$ cat config.mk
export PLATFORM = sky130hd
export DESIGN_NAME = ping_flood_pong_route
export DESIGN_NICKNAME = d
export VERILOG_FILES = /design/src/design/pfpr_pkg.sv /design/src/design/pfpr_seen_table.sv /design/src/design/pfpr_emitter.sv /design/src/design/ping_flood_pong_route.sv
export SDC_FILE = /design/constraint.sdc
export NUM_CORES = 1
export LEC_CHECK = 0
export BUFFER_PORTS_ARGS = -buffer_cell sky130_fd_sc_hd__buf_2
export CAP_MARGIN = 20
export CORE_ASPECT_RATIO = 1.75
export CORE_UTILIZATION = 35
export DETAILED_ROUTE_END_ITERATION = 6
export PLACE_DENSITY_LB_ADDON = 0.12
export RECOVER_POWER = 25
export SLEW_MARGIN = 20
export SYNTH_ARGS = -nofsm -noshare
export SYNTH_HDL_FRONTEND = slang
export SYNTH_SLANG_ARGS = --single-unit
$ cat constraint.sdc
create_clock -name clk -period 10.95 [get_ports clk]
set_input_delay 1.6425 -clock clk [delete_from_list [all_inputs] [get_ports clk]]
set_output_delay 1.6425 -clock clk [all_outputs]
set_load 0.02 [all_outputs]
$ cat src/design/pfpr_pkg.sv
// Package: request/result types, constants and codes for the ping/pong router.
`timescale 1ns / 1ps
`default_nettype none

package pfpr_pkg;

    localparam int PORTS   = 8;
    localparam int ID_BITS = 16;
    localparam int PORT_W  = $clog2(PORTS);

    // configuration register indexes
    localparam logic [1:0] REG_OWN_ID        = 2'd0;
    localparam logic [1:0] REG_NEIGHBOR_MASK = 2'd1;
    localparam logic [1:0] REG_INITIAL_TTL   = 2'd2;

    // verdict codes
    localparam logic [2:0] V_PING_FLOODED = 3'd0;
    localparam logic [2:0] V_PONG_FWD     = 3'd1;
    localparam logic [2:0] V_OWN_PING     = 3'd2;
    localparam logic [2:0] V_PONG_HOME    = 3'd3;
    localparam logic [2:0] V_DUPLICATE    = 3'd4;
    localparam logic [2:0] V_UNKNOWN_PONG = 3'd5;
    localparam logic [2:0] V_EXPIRED      = 3'd6;
    localparam logic [2:0] V_PING_STARTED = 3'd7;

    localparam logic REQ_ARRIVED = 1'b0;
    localparam logic REQ_START   = 1'b1;
    localparam logic KIND_PING   = 1'b0;
    localparam logic KIND_PONG   = 1'b1;

    typedef struct packed {
        logic               req_type;
        logic [ID_BITS-1:0] msg_id;
        logic               msg_kind;
        logic [7:0]         ttl_in;
        logic [7:0]         hops_in;
        logic [PORT_W-1:0]  from_port;
    } pfpr_in_t;

    typedef struct packed {
        logic               send_valid;
        logic [PORT_W-1:0]  out_port;
        logic               out_kind;
        logic [ID_BITS-1:0] out_id;
        logic [7:0]         out_ttl;
        logic [7:0]         out_hops;
        logic [7:0]         out_sender;
        logic [2:0]         verdict;
        logic               last;
    } pfpr_res_t;

    // seen table lookup answer
    typedef struct packed {
        logic              hit;
        logic              own;
        logic [PORT_W-1:0] port;
    } pfpr_look_t;

    // seen table update, applied to the looked-up id
    typedef struct packed {
        logic              ins;
        logic              mark_own;
        logic              own;
        logic [PORT_W-1:0] port;
    } pfpr_upd_t;

    // one request's fan-out: pings to a port set, then an optional pong
    typedef struct packed {
        logic [PORTS-1:0]   ping_mask;
        logic [7:0]         ping_ttl;
        logic [7:0]         ping_hops;
        logic               pong;
        logic [PORT_W-1:0]  pong_port;
        logic [7:0]         pong_ttl;
        logic [7:0]         pong_hops;
        logic [ID_BITS-1:0] id;
        logic [2:0]         verdict;
    } pfpr_job_t;

endpackage

`default_nettype wire

$ cat src/design/pfpr_seen_table.sv
// Seen table: id/origin store with valid bits, parallel lookup and FIFO replacement.
`timescale 1ns / 1ps
`default_nettype none

module pfpr_seen_table #(
    parameter int TABLE_ENTRIES = 16
) (
    input  wire logic                        clk,
    input  wire logic                        rst_n,
    input  wire logic [pfpr_pkg::ID_BITS-1:0] lookup_id,
    output pfpr_pkg::pfpr_look_t             look,
    input  wire logic                        upd_en,
    input  wire pfpr_pkg::pfpr_upd_t         upd
);
    import pfpr_pkg::*;

    localparam int IDX_W = $clog2(TABLE_ENTRIES);
    localparam logic [IDX_W-1:0] LAST_IDX = IDX_W'(TABLE_ENTRIES - 1);

    logic [ID_BITS-1:0] ids_reg  [TABLE_ENTRIES];
    logic               own_reg  [TABLE_ENTRIES];
    logic [PORT_W-1:0]  port_reg [TABLE_ENTRIES];
    logic [TABLE_ENTRIES-1:0] valid_reg;
    logic [IDX_W-1:0]   ptr_reg;
    logic [IDX_W-1:0]   ptr_next;

    logic               hit;
    logic [IDX_W-1:0]   hit_idx;

    // ids are never duplicated, so at most one entry matches
    always_comb
    begin
        hit     = 1'b0;
        hit_idx = '0;
        for (int i = TABLE_ENTRIES - 1; i >= 0; i--)
        begin
            if (valid_reg[i] && ids_reg[i] == lookup_id)
            begin
                hit     = 1'b1;
                hit_idx = IDX_W'(i);
            end
        end
    end

    assign look.hit  = hit;
    assign look.own  = own_reg[hit_idx];
    assign look.port = port_reg[hit_idx];

    assign ptr_next = (ptr_reg == LAST_IDX) ? '0 : ptr_reg + IDX_W'(1);

    always_ff @(posedge clk or negedge rst_n)
    begin
        if (!rst_n)
        begin
            valid_reg <= '0;
            ptr_reg   <= '0;
        end
        else if (upd_en && upd.ins)
        begin
            valid_reg[ptr_reg] <= 1'b1;
            ptr_reg            <= ptr_next;
        end
    end

    always_ff @(posedge clk)
    begin
        if (upd_en && upd.ins)
        begin
            ids_reg[ptr_reg]  <= lookup_id;
            own_reg[ptr_reg]  <= upd.own;
            port_reg[ptr_reg] <= upd.port;
        end
        else if (upd_en && upd.mark_own)
        begin
            own_reg[hit_idx] <= 1'b1;
        end
    end

endmodule

`default_nettype wire

$ cat src/design/pfpr_emitter.sv
// Fan-out emitter: walks a request's sends into out_reg, one per cycle unless stalled.
`timescale 1ns / 1ps
`default_nettype none

module pfpr_emitter (
    input  wire logic           clk,
    input  wire logic           rst_n,
    input  wire logic           job_valid,
    input  wire pfpr_pkg::pfpr_job_t job,
    output logic                job_free,
    input  wire logic [7:0]     own_id,
    output logic                out_valid,
    input  wire logic           out_stall,
    output pfpr_pkg::pfpr_res_t out_data
);
    import pfpr_pkg::*;

    pfpr_job_t         job_reg;
    logic              job_busy_reg;
    logic              out_valid_reg;
    pfpr_res_t         out_reg;

    logic              out_free;
    logic              load;
    logic              done_now;
    logic [PORT_W-1:0] low_port;
    logic [PORTS-1:0]  rest_mask;
    pfpr_res_t         res;

    always_comb
    begin
        low_port = '0;
        for (int p = PORTS - 1; p >= 0; p--)
        begin
            if (job_reg.ping_mask[p])
            begin
                low_port = PORT_W'(p);
            end
        end
    end

    assign rest_mask = job_reg.ping_mask & (job_reg.ping_mask - PORTS'(1));

    assign out_free = !out_valid_reg || !out_stall;
    assign load     = job_busy_reg && out_free;
    assign done_now = load && ((job_reg.ping_mask == '0) || (rest_mask == '0 && !job_reg.pong));
    assign job_free = !job_busy_reg || done_now;

    always_comb
    begin
        res         = '0;
        res.verdict = job_reg.verdict;
        if (job_reg.ping_mask != '0)
        begin
            res.send_valid = 1'b1;
            res.out_port   = low_port;
            res.out_kind   = KIND_PING;
            res.out_id     = job_reg.id;
            res.out_ttl    = job_reg.ping_ttl;
            res.out_hops   = job_reg.ping_hops;
            res.out_sender = own_id;
            res.last       = (rest_mask == '0) && !job_reg.pong;
        end
        else if (job_reg.pong)
        begin
            res.send_valid = 1'b1;
            res.out_port   = job_reg.pong_port;
            res.out_kind   = KIND_PONG;
            res.out_id     = job_reg.id;
            res.out_ttl    = job_reg.pong_ttl;
            res.out_hops   = job_reg.pong_hops;
            res.out_sender = own_id;
            res.last       = 1'b1;
        end
        else
        begin
            // nothing to send: one bare verdict
            res.last = 1'b1;
        end
    end

    always_ff @(posedge clk or negedge rst_n)
    begin
        if (!rst_n)
        begin
            job_busy_reg  <= 1'b0;
            out_valid_reg <= 1'b0;
        end
        else
        begin
            if (job_valid && job_free)
            begin
                job_busy_reg <= 1'b1;
            end
            else if (done_now)
            begin
                job_busy_reg <= 1'b0;
            end

            if (load)
            begin
                out_valid_reg <= 1'b1;
            end
            else if (!out_stall)
            begin
                out_valid_reg <= 1'b0;
            end
        end
    end

    always_ff @(posedge clk)
    begin
        if (job_valid && job_free)
        begin
            job_reg <= job;
        end
        else if (load)
        begin
            job_reg.ping_mask <= rest_mask;
        end

        if (load)
        begin
            out_reg <= res;
        end
    end

    assign out_valid = out_valid_reg;
    assign out_data  = out_reg;

endmodule

`default_nettype wire

$ cat src/design/ping_flood_pong_route.sv
// Top level: request register, routing decision, configuration registers.
// Path: request register, then the emitter's job register, then the output register.
// Throughput: the emitter hands out one result a cycle unless the output is stalled,
// so a flooded ping with eight sends holds the request side until its last send is out.
// Reset: seen table valid bits and replace pointer cleared, own_id and neighbor_mask 0,
// initial_ttl 7, all channels empty.
`timescale 1ns / 1ps
`default_nettype none

module ping_flood_pong_route #(
    parameter int TABLE_ENTRIES = 16
) (
    input  wire logic                clk,
    input  wire logic                rst_n,
    input  wire logic                in_valid,
    output logic                     in_stall,
    input  wire pfpr_pkg::pfpr_in_t  in_data,
    output logic                     out_valid,
    input  wire logic                out_stall,
    output pfpr_pkg::pfpr_res_t      out_data,
    input  wire logic                cfg_valid,
    output logic                     cfg_ready,
    input  wire logic [1:0]          cfg_index,
    input  wire logic [7:0]          cfg_data
);
    import pfpr_pkg::*;

    logic       own_id_reg;
    logic [7:0] own_id_val_reg;
    logic [7:0] neighbor_mask_reg;
    logic [7:0] initial_ttl_reg;

    pfpr_in_t   req_reg;
    logic       req_full_reg;

    pfpr_look_t look;
    pfpr_upd_t  upd;
    pfpr_job_t  job;
    logic       job_free;
    logic       advance;

    logic [7:0]       nttl;
    logic [7:0]       nhops;
    logic [PORTS-1:0] from_bit;

    assign cfg_ready = 1'b1;
    assign advance   = req_full_reg && job_free;
    assign in_stall  = req_full_reg && !advance;

    always_ff @(posedge clk or negedge rst_n)
    begin
        if (!rst_n)
        begin
            own_id_reg        <= 1'b0;
            own_id_val_reg    <= 8'd0;
            neighbor_mask_reg <= 8'd0;
            initial_ttl_reg   <= 8'd7;
            req_full_reg      <= 1'b0;
        end
        else
        begin
            if (cfg_valid && cfg_ready)
            begin
                case (cfg_index)
                    REG_OWN_ID:
                    begin
                        own_id_val_reg <= cfg_data;
                        own_id_reg     <= 1'b1;
                    end
                    REG_NEIGHBOR_MASK: neighbor_mask_reg <= cfg_data;
                    REG_INITIAL_TTL:   initial_ttl_reg   <= cfg_data;
                    default:           ;
                endcase
            end

            if (in_valid && !in_stall)
            begin
                req_full_reg <= 1'b1;
            end
            else if (advance)
            begin
                req_full_reg <= 1'b0;
            end
        end
    end

    always_ff @(posedge clk)
    begin
        if (in_valid && !in_stall)
        begin
            req_reg <= in_data;
        end
    end

    pfpr_seen_table #(
        .TABLE_ENTRIES(TABLE_ENTRIES)
    ) u_table (
        .clk       (clk),
        .rst_n     (rst_n),
        .lookup_id (req_reg.msg_id),
        .look      (look),
        .upd_en    (advance),
        .upd       (upd)
    );

    assign nttl     = req_reg.ttl_in - 8'd1;
    assign nhops    = (req_reg.hops_in == 8'hFF) ? 8'hFF : req_reg.hops_in + 8'd1;
    assign from_bit = PORTS'(1) << req_reg.from_port;

    always_comb
    begin
        upd           = '0;
        job           = '0;
        job.id        = req_reg.msg_id;
        job.ping_ttl  = nttl;
        job.ping_hops = nhops;
        job.pong_ttl  = nttl;
        job.pong_hops = nhops;

        if (req_reg.req_type == REQ_START)
        begin
            // own ping: re-mark a known id, otherwise a new own entry
            upd.mark_own  = look.hit;
            upd.ins       = !look.hit;
            upd.own       = 1'b1;
            job.ping_mask = neighbor_mask_reg;
            job.ping_ttl  = initial_ttl_reg;
            job.ping_hops = 8'd0;
            job.verdict   = V_PING_STARTED;
        end
        else if (req_reg.ttl_in <= 8'd1)
        begin
            job.verdict = V_EXPIRED;
        end
        else if (req_reg.msg_kind == KIND_PING)
        begin
            if (look.hit)
            begin
                job.verdict = look.own ? V_OWN_PING : V_DUPLICATE;
            end
            else
            begin
                upd.ins       = 1'b1;
                upd.port      = req_reg.from_port;
                job.ping_mask = neighbor_mask_reg & ~from_bit;
                job.pong      = neighbor_mask_reg[req_reg.from_port];
                job.pong_port = req_reg.from_port;
                job.pong_ttl  = initial_ttl_reg;
                job.pong_hops = 8'd0;
                job.verdict   = V_PING_FLOODED;
            end
        end
        else if (!look.hit)
        begin
            job.verdict = V_UNKNOWN_PONG;
        end
        else if (look.own)
        begin
            job.verdict = V_PONG_HOME;
        end
        else
        begin
            job.pong      = neighbor_mask_reg[look.port];
            job.pong_port = look.port;
            job.verdict   = V_PONG_FWD;
        end
    end

    pfpr_emitter u_emitter (
        .clk       (clk),
        .rst_n     (rst_n),
        .job_valid (req_full_reg),
        .job       (job),
        .job_free  (job_free),
        .own_id    (own_id_reg ? own_id_val_reg : 8'd0),
        .out_valid (out_valid),
        .out_stall (out_stall),
        .out_data  (out_data)
    );

endmodule

`default_nettype wire

==> results of run 1 <==
-- cells in the mapped netlist, drive strengths merged, types with 3 or more instances --
library cell	n	area, sq um
nor2b	7	43.79
mux2i	36	360.4
edfxtp	469	14080
dfstp	3	78.83
o22a	4	36.29
a211oi	8	87.59
o211ai	3	22.52
or3	5	31.28
nor3	31	155.2
nand2	101	379.1
nor4	45	281.5
buf	39	239.0
inv	19	71.32
nor3b	11	82.58
xor2	142	1244
ha	7	87.58
a31oi	4	25.02
nand4b	6	52.55
nand2b	26	162.7
dfrtp	45	1126
o21bai	17	127.6
nand3b	3	22.52
xnor2	124	1086
and2	29	183.9
and3	20	125.1
nand3	50	250.2
o22ai	14	100.1
clkbuf	22	82.58
o31ai	5	70.06
nor4bb	4	40.04
nor4b	10	87.58
or4bb	3	33.78
a31o	5	43.79
mux2	41	461.7
or2	17	106.4
o21ai	32	167.7
a21oi	9	48.80
or4b	10	100.1
and4	6	55.05
nand4	51	319.1
or4	19	150.1
nor2	83	314.1
-- metal layers --
layer | GRT usage | vias up
met4 | 0.07633 | 0
met5 | 0 | -
met3 | 0.02484 | 105
met2 | 0.3574 | 258
met1 | 0.1901 | 6588
li1 | - | 6359
-- through the flow --
stage	hold WS, ns	setup slack, ns
floorplan	0.4003	5.978
global placement	0.4244	4.982
detailed placement	0.4190	4.879
CTS	0.4336	4.858
global route	0.4537	2.965
finish	0.4326	3.716
-- cells by family (layout without fill, tap and decap cells) --
kind of cell    Yosys count  count (layout)
compound gates          132             132
xor+xnor                266             266
fa+ha+maj                 8               8
buf+inv                  80             256
flops                   517             517
mux                      79              79
other cells               1               1
simple gates            541             541
-- path summary, 6_finish.rpt --
kind	cells past startpoint	endpoint	from	slack (ns)
max in group asynchronous	2	req_full_reg$_DFFE_PN0P_	rst_n	9.25
min reg2reg	0	u_emitter.out_data[2]$_DFFE_PP_	u_emitter.job_reg[1]$_SDFFCE_PP1P_	0.43
min in group asynchronous	2	own_id_val_reg[3]$_DFFE_PN0P_	rst_n	1.17
min	0	u_emitter.out_data[2]$_DFFE_PP_	u_emitter.job_reg[1]$_SDFFCE_PP1P_	0.43
max	13	u_table.ids_reg[9][6]$_DFFE_PP_	job[5]$_DFFE_PP_	3.72
max reg2reg	13	u_table.ids_reg[9][6]$_DFFE_PP_	job[5]$_DFFE_PP_	3.72
-- power by group --
| part | switching (mW) | total [mW] | internal, mW |
|---|---|---|---|
| registers | 0.0795 | 2.34 | 2.26 |
| clock network | 0.776 | 1.77 | 0.994 |
| logic | 0.253 | 0.392 | 0.139 |
-- final cells by class --
cell class / count / share of cell area
repair buffers: 140 / 0.02796
inverters: 19 / 0.002724
clock buffers: 76 / 0.05664
flip-flops and latches: 517 / 0.5840
well taps: 819 / 0.03914
multi-input cells: 1027 / 0.2820
clock inverters: 21 / 0.007552
==> results.cfg, run 1 <==
[power]
power_mw = 4.499
peakVddDrop_uv = 107.8
leakage_nw = 8.873
powerDensity_nw_per_um2 = 171.8

[detailed_routing]
drc = 0
wl_met2_um = 33310
wire_per_inst_um = 22.87
antenna_left = 0
drt_iter0_drc = 628
drt-total-wl_um = 59900
firstDrtPassIters = 7
via_per_inst = 5.082
routed-wl-met3_um = 1911
num_vias = 13310
wl_met1_um = 22340
top_layer = met4

[placed_design]
dp.final_hpwl_um = 41070
gp_congestion = 0.8893
dpl_cell_area_sq_um = 24560
dp.cells = 2522
port_buffers = 102

[synth]
synth_edf_count = 469
synth_top_family_by_area = simple AND/OR/NAND/NOR gates
yosys.area_share.adder = 0.004238
yosysWarnings = 0
synth_cell_types = 91
synth_compound_area_frac = 0.04477
syn_inst = 1624
async_flop_share = 0.09284
synth_seq_cells = 517
syn_nets = 1683
synth_ff_type = edfxtp_1
synth_area_per_cell_sq_um = 14.18
synth_simple_gate_area_frac = 0.1311
synth.area.mux_share = 0.03765
synth_area_sq_um = 23030
synthXorXnorAreaFrac = 0.1012
ys_seq_area_frac = 0.6639

[floorplanning]
ioPinCount = 104
die_w_um = 195.9
rows = 124
die-area_sq_um = 66870
core_area_sq_um = 65160
initial_core_util = 0.3534
chipHeight_um = 341.3

[sta]
tightest_slew_ns = 2.595
hold_violations = 0
clock.fmax_ghz = 0.1382
fin_setup_tns_ns = 0
setup_violations = 0
slew-limit-headroom = -0.7297
maxSlewViolCount = 587
timing.final.crit_period_ns = 7.234
period_share = 0.6606
skew_ns = 0.02881
grt_setup_unrepaired = false

[critical_path]
crit_chain = clkbuf_1 > xnor2_1 > nand4_1 > nor3_1 > and4b_1 > nor4b_1 > nor2b_1 > nand3_1 > nor3_1 > o21ai_1 > nor2_1 > nand2_1 > nor2_2
crit_top_cell = nor3_1
path_class = flip-flop to flip-flop
critPathTopFamily = simple AND/OR/NAND/NOR gates
required_ns = 11.18
crit_arrival_ns = 7.46
path_max_fanout = 33
startpoint_type = flip-flop
slowest_stage = clkbuf_1
end_kind = flip-flop
slowest_delay_ns = 1.78
critPathBufInv = 1

[clocking]
cts.clk_slew.worst_paths_ns = 0.06
cts_tree = yes
cts_sinks = 517
root_buffer = clkbuf_16
clockBufferDepth = 3
worstSkewPairLatency_ns = 0.62
numCtsBuffers = 52
cts_hold_buf = 0
cts_setup_buffers = 0
cts_resized = 0
htreeDepth = 2

[final_layout]
ff_latch_area_sq_um = 15290
drive_above_1_share = 0.1700
final_cell_mix = edfxtp_1, xor2_1, xnor2_1
largest_reg_flops = 256
stdcell_area_sq_um = 26180
multiInputGateArea_sq_um = 7382
antennaDiodeCount = 0
nets = 1816
areaGrowthSynthToFinish_pct = 13.68
fillers = 6073
utilization = 0.4017
layoutNonFillerInstCount = 2619
final_common_cell = edfxtp_1

[run_status]
status = finished, violations left
violations = max-capacitance violations, max-slew violations

[grt]
first_global_vias = 14000
grt_max_degree = 68
grt_use_total = 0.1819
grt_overflow = 0
antenna_found_initial = 2
grt_pass1_wl_um = 89190

[run]
cap_violations = 17

[min_path]
hp-class = flip-flop to flip-flop
Note: power is estimated with default switching activity, not from simulation.
==> inputs of run 2 (changes only) <==
- ABC_AREA: unset -> 1
- clock period: 10.95 -> 6.5 ns (I/O delays scaled with it)
==> run 2 against run 1 <==
Net effect: cell area up 5.1%; largest power group unchanged; the flow finishes with violations (design-rule violations, max-capacitance violations, max-slew violations); power is 81% higher; worst hold slack worse by 0.0062 ns; fmax is 50% higher; routed wire length rose by 28%; combinational power grew to 2.9 times the previous value; sequential power increased by 68%.
==> results.cfg, run 2 <==
[final_layout]
nets = 2547
stdcell_area_sq_um = 27520
largest_reg_flops = 256
drive_above_1_share = 0.1206
antennaDiodeCount = 0
final_cell_mix = edfxtp_1, nand2_1, inv_1
final_common_cell = edfxtp_1
areaGrowthSynthToFinish_pct = 13.03

[critical_path]
crit_arrival_ns = 5.13
path_max_fanout = 19
critPathTopFamily = simple AND/OR/NAND/NOR gates
r2r_slack_ns = 1.66
end_kind = flip-flop
path_class = flip-flop to flip-flop
crit_top_cell = nand2_1
crit_chain = buf_4 > xor2_1 > nor4_1 > nand4_1 > nand2_1 > nor2_1 > nand4_1 > nor2_1 > nand2_1 > nand2_1 > nand2_1 > or2_4 > inv_2 > nand2_1 > nor2_1 > buf_4
required_ns = 6.80
critPathBufInv = 3
slowest_stage = edfxtp_1
startpoint_type = flip-flop
slowest_delay_ns = 0.88

[synth]
syn_inst = 2362
synth.most_common_cell = edfxtp_1
synth_cell_types = 62
synth_edf_count = 469
synth.top_cells.by_count = edfxtp_1, nand2_1, inv_1
synth_seq_cells = 517
synth_ff_type = edfxtp_1
yosysWarnings = 0
syn_nets = 2421
async_flop_share = 0.09284
synth_area_sq_um = 24350
synth_area_leaders = edfxtp_1, nand2_1, inv_1
synth_area_per_cell_sq_um = 10.31
netlist.area_leader.share = 0.5785
netlist.top_cell.by_area = edfxtp_1
ys_seq_area_frac = 0.6280

[sta]
maxSlewViolCount = 84
setup_violations = 0
fin_setup_tns_ns = 0
final.setup.worst_slack_ns = 1.663
period_share = 0.7441
hold_violations = 0
timing.final.crit_period_ns = 4.837
slew-limit-headroom = -1.312
grt_setup_unrepaired = false
tightest_slew_ns = 3.468
skew_ns = 0.03334
clock.fmax_ghz = 0.2067

[floorplanning]
ioPinCount = 104
core_area_sq_um = 68650
die_w_um = 201.4
initial_core_util = 0.3547
rows = 127
die-area_sq_um = 70660
chipHeight_um = 350.9

[detailed_routing]
firstDrtPassIters = 7
wire_per_inst_um = 22.33
antenna_left = 0
drt_iter0_drc = 1248
drt-total-wl_um = 76630
num_vias = 17620
via_per_inst = 5.135
drc = 7

[grt]
grt_max_degree = 62
first_global_vias = 18090
grt_use_total = 0.2172
use_met1 = 0.2247
grt_overflow = 0
grt_use_met3 = 0.02270
busiest_layer = met2
antenna_found_initial = 1
grt_pass1_wl_um = 113600
grt_use_met2 = 0.4301

[clocking]
cts_hold_buf = 0
htreeDepth = 2
clockBufferDepth = 3
root_buffer = clkbuf_16
cts_tree = yes
cts_resized = 0
cts_sinks = 517
worstSkewPairLatency_ns = 0.61
numCtsBuffers = 50
cts.clk_slew.worst_paths_ns = 0.07
cts_setup_buffers = 0

[placed_design]
gp_congestion = 0.9249
place_worst_setup_slack_ns = 1.438
dpl_cell_area_sq_um = 25850
port_buffers = 102
dp.final_hpwl_um = 51620

[power]
intPower_mw = 5.850
p_comb_frac = 0.140
leakage_nw = 10.96
clockPowerShare = 0.376
p_seq_frac = 0.484
peakVddDrop_uv = 175.0
switching_share = 0.2799
power.switching_mw = 2.274
powerDensity_nw_per_um2 = 295.3

[min_path]
hp-class = flip-flop to flip-flop

[run]
cap_violations = 2

[run_status]
status = finished, violations left
violations = design-rule violations, max-capacitance violations, max-slew violations
-- run 2: cell types whose count changed in the layout (fill, tap and decap cells not counted), moves of 70 or more --
cell / delta
nand3_1: +70
xnor2_1: -90
o21ai_0: +75
inv_1: +293
nand2_1: +337
xor2_1: -93
nor2_1: +223
-- run 2: power groups by stage --
| stage | Sequential [mW] | Clock, mW | Combinational, mW |
|---|---|---|---|
| 3_5_place_dp | 4.00 | 0 | 1.15 |
| 5_1_grt | 3.95 | 3.22 | 1.25 |
| 4_1_cts | 3.93 | 3.12 | 1.15 |
| 6_report | 3.93 | 3.05 | 1.14 |
| 3_3_place_gp | 4.00 | 0 | 1.14 |
| 2_1_floorplan | 4.01 | 0 | 0.671 |
-- run 2: metal layers --
metal,up-vias,wire [um]
met2,520,42310
met5,-,0
li1,8290,-
met1,8614,27700
met4,0,3672
met3,199,2941
-- run 2: worst reg2reg max path: stages (launching register included) --
cell,delay [ns]
edfxtp_1,0.88
buf_4,0.44
xor2_1,0.26
nor4_1,0.08
nand4_1,0.19
nand2_1,0.13
nor2_1,0.11
nand4_1,0.27
nor2_1,0.28
nand2_1,0.15
nand2_1,0.10
nand2_1,0.27
or2_4,0.35
inv_2,0.09
nand2_1,0.23
nor2_1,0.38
buf_4,0.32
-- run 2: per-stage QoR --
stage,cells,utilization,power [mW],hold slack [ns]
after floorplan,2362,-,4.681,0.4003
after global placement,3338,0.3764,5.136,0.4081
after detailed placement,3338,0.3765,5.146,0.4057
after CTS,3431,0.4010,8.202,0.4215
after global routing,3432,0.4009,8.416,0.4329
final,3432,0.4009,8.125,0.4264
-- run 2: kinds of logic after synthesis --
kind of cell             count (synthesis)  share of synthesized area
adder cells (fa/ha/maj)                  7                   0.003597
AO/OA/AOI/OAI                          211                    0.05427
other                                    1                  0.0001540
flip-flops                             517                     0.6280
buffers and inverters                  407                    0.07246
AND/OR/NAND/NOR                       1136                     0.2117
XOR/XNOR                                83                    0.02986
-- run 2: path summary, 6_finish.rpt --
| kind | from | endpoint | depth (start not counted) |
|---|---|---|---|
| worst max-delay path | job[11]$_DFFE_PP_ | u_table.ids_reg[9][3]$_DFFE_PP_ | 16 |
| worst min-delay path | u_emitter.job_reg[2]$_SDFFCE_PP1P_ | u_emitter.out_data[3]$_DFFE_PP_ | 0 |
| worst max register to register | job[11]$_DFFE_PP_ | u_table.ids_reg[9][3]$_DFFE_PP_ | 16 |
| worst min register to register | u_emitter.job_reg[2]$_SDFFCE_PP1P_ | u_emitter.out_data[3]$_DFFE_PP_ | 0 |
| max in group asynchronous | rst_n | u_table.valid_reg[14]$_DFFE_PN0N_ | 2 |
| min in group asynchronous | rst_n | initial_ttl_reg[5]$_DFFE_PN0P_ | 2 |
-- run 2: area by class of cell --
| type | instances | area [sq um] |
|---|---|---|
| fillers | 6669 | 41130 |
| flip-flops and latches | 517 | 15290 |
| multi-input cells | 1438 | 7323 |
| clock buffers | 61 | 1324 |
| inverters | 336 | 1275 |
| well taps | 903 | 1130 |
| repair buffers | 145 | 824.5 |
| clock inverters | 32 | 352.8 |
==> inputs of run 3 (changes only) <==
- ABC_AREA: 1 -> 0
- clock period: 6.5 -> 4.9 ns (I/O delays scaled with it)
==> run 3 against run 2 <==
Net effect: cell count shrank 22%; non-clock buffer count grew 67; the run ends with max-capacitance violations, max-slew violations left; register-to-register slack got worse by 1.4 ns; clock skew shrank 0.0086 ns; largest cell class unchanged.
==> results.cfg, run 3 (synthesis gave the netlist of run 1 again) <==
[sta]
period_share = 0.9512
hold_ws_ns = 0.2940
timing.final.crit_period_ns = 4.661
fin_setup_tns_ns = 0
final.setup.worst_slack_ns = 0.2390
setup_violations = 0
clock.fmax_ghz = 0.2145
hold_violations = 0
tightest_slew_ns = 3.168
grt_setup_unrepaired = false
maxSlewViolCount = 49
slew-limit-headroom = -1.112
skew_ns = 0.02474

[placed_design]
dpl_cell_area_sq_um = 25440
port_buffers = 102
dp.final_hpwl_um = 44290
gp_congestion = 0.9075
dp.cells = 2591
place_worst_setup_slack_ns = 0.1821

[final_layout]
multiInputGateArea_sq_um = 7382
final_cell_mix = edfxtp_1, xor2_1, xnor2_1
largest_reg_flops = 256
fillers = 6033
utilization = 0.4160
areaGrowthSynthToFinish_pct = 17.70
final_common_cell = edfxtp_1
layoutNonFillerInstCount = 2687
ff_latch_area_sq_um = 15290
stdcell_area_sq_um = 27100
drive_above_1_share = 0.2024
nets = 1886
antennaDiodeCount = 0

[run_status]
violations = max-capacitance violations, max-slew violations
status = finished, violations left

[critical_path]
required_ns = 5.26
rr_endpoint = u_emitter.job_reg[38]$_SDFFCE_PP0P_
reg2reg_from = job[11]$_DFFE_PP_
end_kind = flip-flop
crit_arrival_ns = 5.02
r2r_slack_ns = 0.24
worstRegToRegCells = 16
startpoint_type = flip-flop
path_max_fanout = 16
path_class = flip-flop to flip-flop

[grt]
grt_overflow = 0
first_global_vias = 14510
grt_pass1_wl_um = 91900
grt_max_degree = 53
grt_use_total = 0.1860
antenna_found_initial = 0

[run]
cap_violations = 1

[detailed_routing]
drt_iter0_drc = 724
num_vias = 13820
wire_per_inst_um = 22.85
firstDrtPassIters = 4
drt-total-wl_um = 61390
via_per_inst = 5.144
drc = 0
antenna_left = 0

[clocking]
root_buffer = clkbuf_16
cts.clk_slew.worst_paths_ns = 0.06
cts_tree = yes
htreeDepth = 2
worstSkewPairLatency_ns = 0.62
numCtsBuffers = 50
cts_sinks = 517
clockBufferDepth = 3
cts_hold_buf = 0

[floorplanning]
initial_core_util = 0.3534
ioPinCount = 104
core_area_sq_um = 65160
chipHeight_um = 341.3
rows = 124
die_w_um = 195.9
die-area_sq_um = 66870

[power]
intPower_mw = 7.633
powerDensity_nw_per_um2 = 373.4
p_comb_frac = 0.090
p_seq_frac = 0.517
peakVddDrop_uv = 256.5
power.switching_mw = 2.487
clockPowerShare = 0.393
switching_share = 0.2457
power_mw = 10.12
leakage_nw = 9.342

[min_path]
min-delay-start = in_data[25]
min_path_cells = 1
hold-path-endpoint = job[8]$_DFFE_PP_
hp-class = input pin to flip-flop
[run 3: how the worst max path moves through the flow]
stage / to / startpoint / slack (ns) / cells past startpoint
CTS: u_table.ids_reg[12][9]$_DFFE_PP_ / job[13]$_DFFE_PP_ / 0.14 / 14
floorplan: u_table.own_reg[11]$_DFFE_PP_ / u_emitter.job_reg[55]$_SDFFCE_PN0P_ / 0.14 / 12
finish: u_emitter.job_reg[38]$_SDFFCE_PP0P_ / job[11]$_DFFE_PP_ / 0.24 / 16
global route: u_table.ids_reg[12][9]$_DFFE_PP_ / job[6]$_DFFE_PP_ / 0.007 / 18
global placement: u_table.ids_reg[12][14]$_DFFE_PP_ / job[13]$_DFFE_PP_ / 0.20 / 15
detailed placement: u_table.ids_reg[12][9]$_DFFE_PP_ / job[13]$_DFFE_PP_ / 0.18 / 14
[run 3: final cells by class]
cell class / instances / area share
flip-flops and latches: 517 / 0.5640
multi-input cells: 1027 / 0.2724
repair buffers: 212 / 0.06130
clock buffers: 57 / 0.04829
well taps: 819 / 0.03781
clock inverters: 36 / 0.01357
inverters: 19 / 0.002631
[run 3: layer usage]
layer	vias to the layer above	wire (um)	global-route usage
li1	6496	-	-
met1	6947	23030	0.1983
met2	283	34570	0.3674
met3	97	1910	0.02523
met4	0	1879	0.06380
met5	-	0	0
[run 3: worst max-delay path, stage by stage, from the launching register on]
cell and delay [ns]:
edfxtp_1 0.59, buf_12 0.25, xor2_1 0.18, or4_1 0.57, nor4_1 0.43, buf_4 0.20
o2bb2a_4 0.17, a211oi_4 0.28, buf_4 0.20, nor2b_1 0.14, o311ai_1 0.12, o211a_1 0.20
o31a_1 0.28, nor2_2 0.17, mux2_2 0.37, o221ai_2 0.19, o21ai_2 0.07
[run 3: power by group through the flow]
stage	Combinational [mW]	Clock, mW	Sequential (mW)
CTS	0.933	4.10	5.23
finish	0.913	3.98	5.23
global route	1.00	4.24	5.25
global placement	0.920	0	5.32
floorplan	0.562	0	5.28
detailed placement	0.929	0	5.32
[run 3: repair_timing]
item | CTS | global route
endpoints found under the setup margin | 0 | 95
gates resized for setup | 0 | 0
setup buffers | 0 | 3
endpoints found under the hold margin | 0 | 0
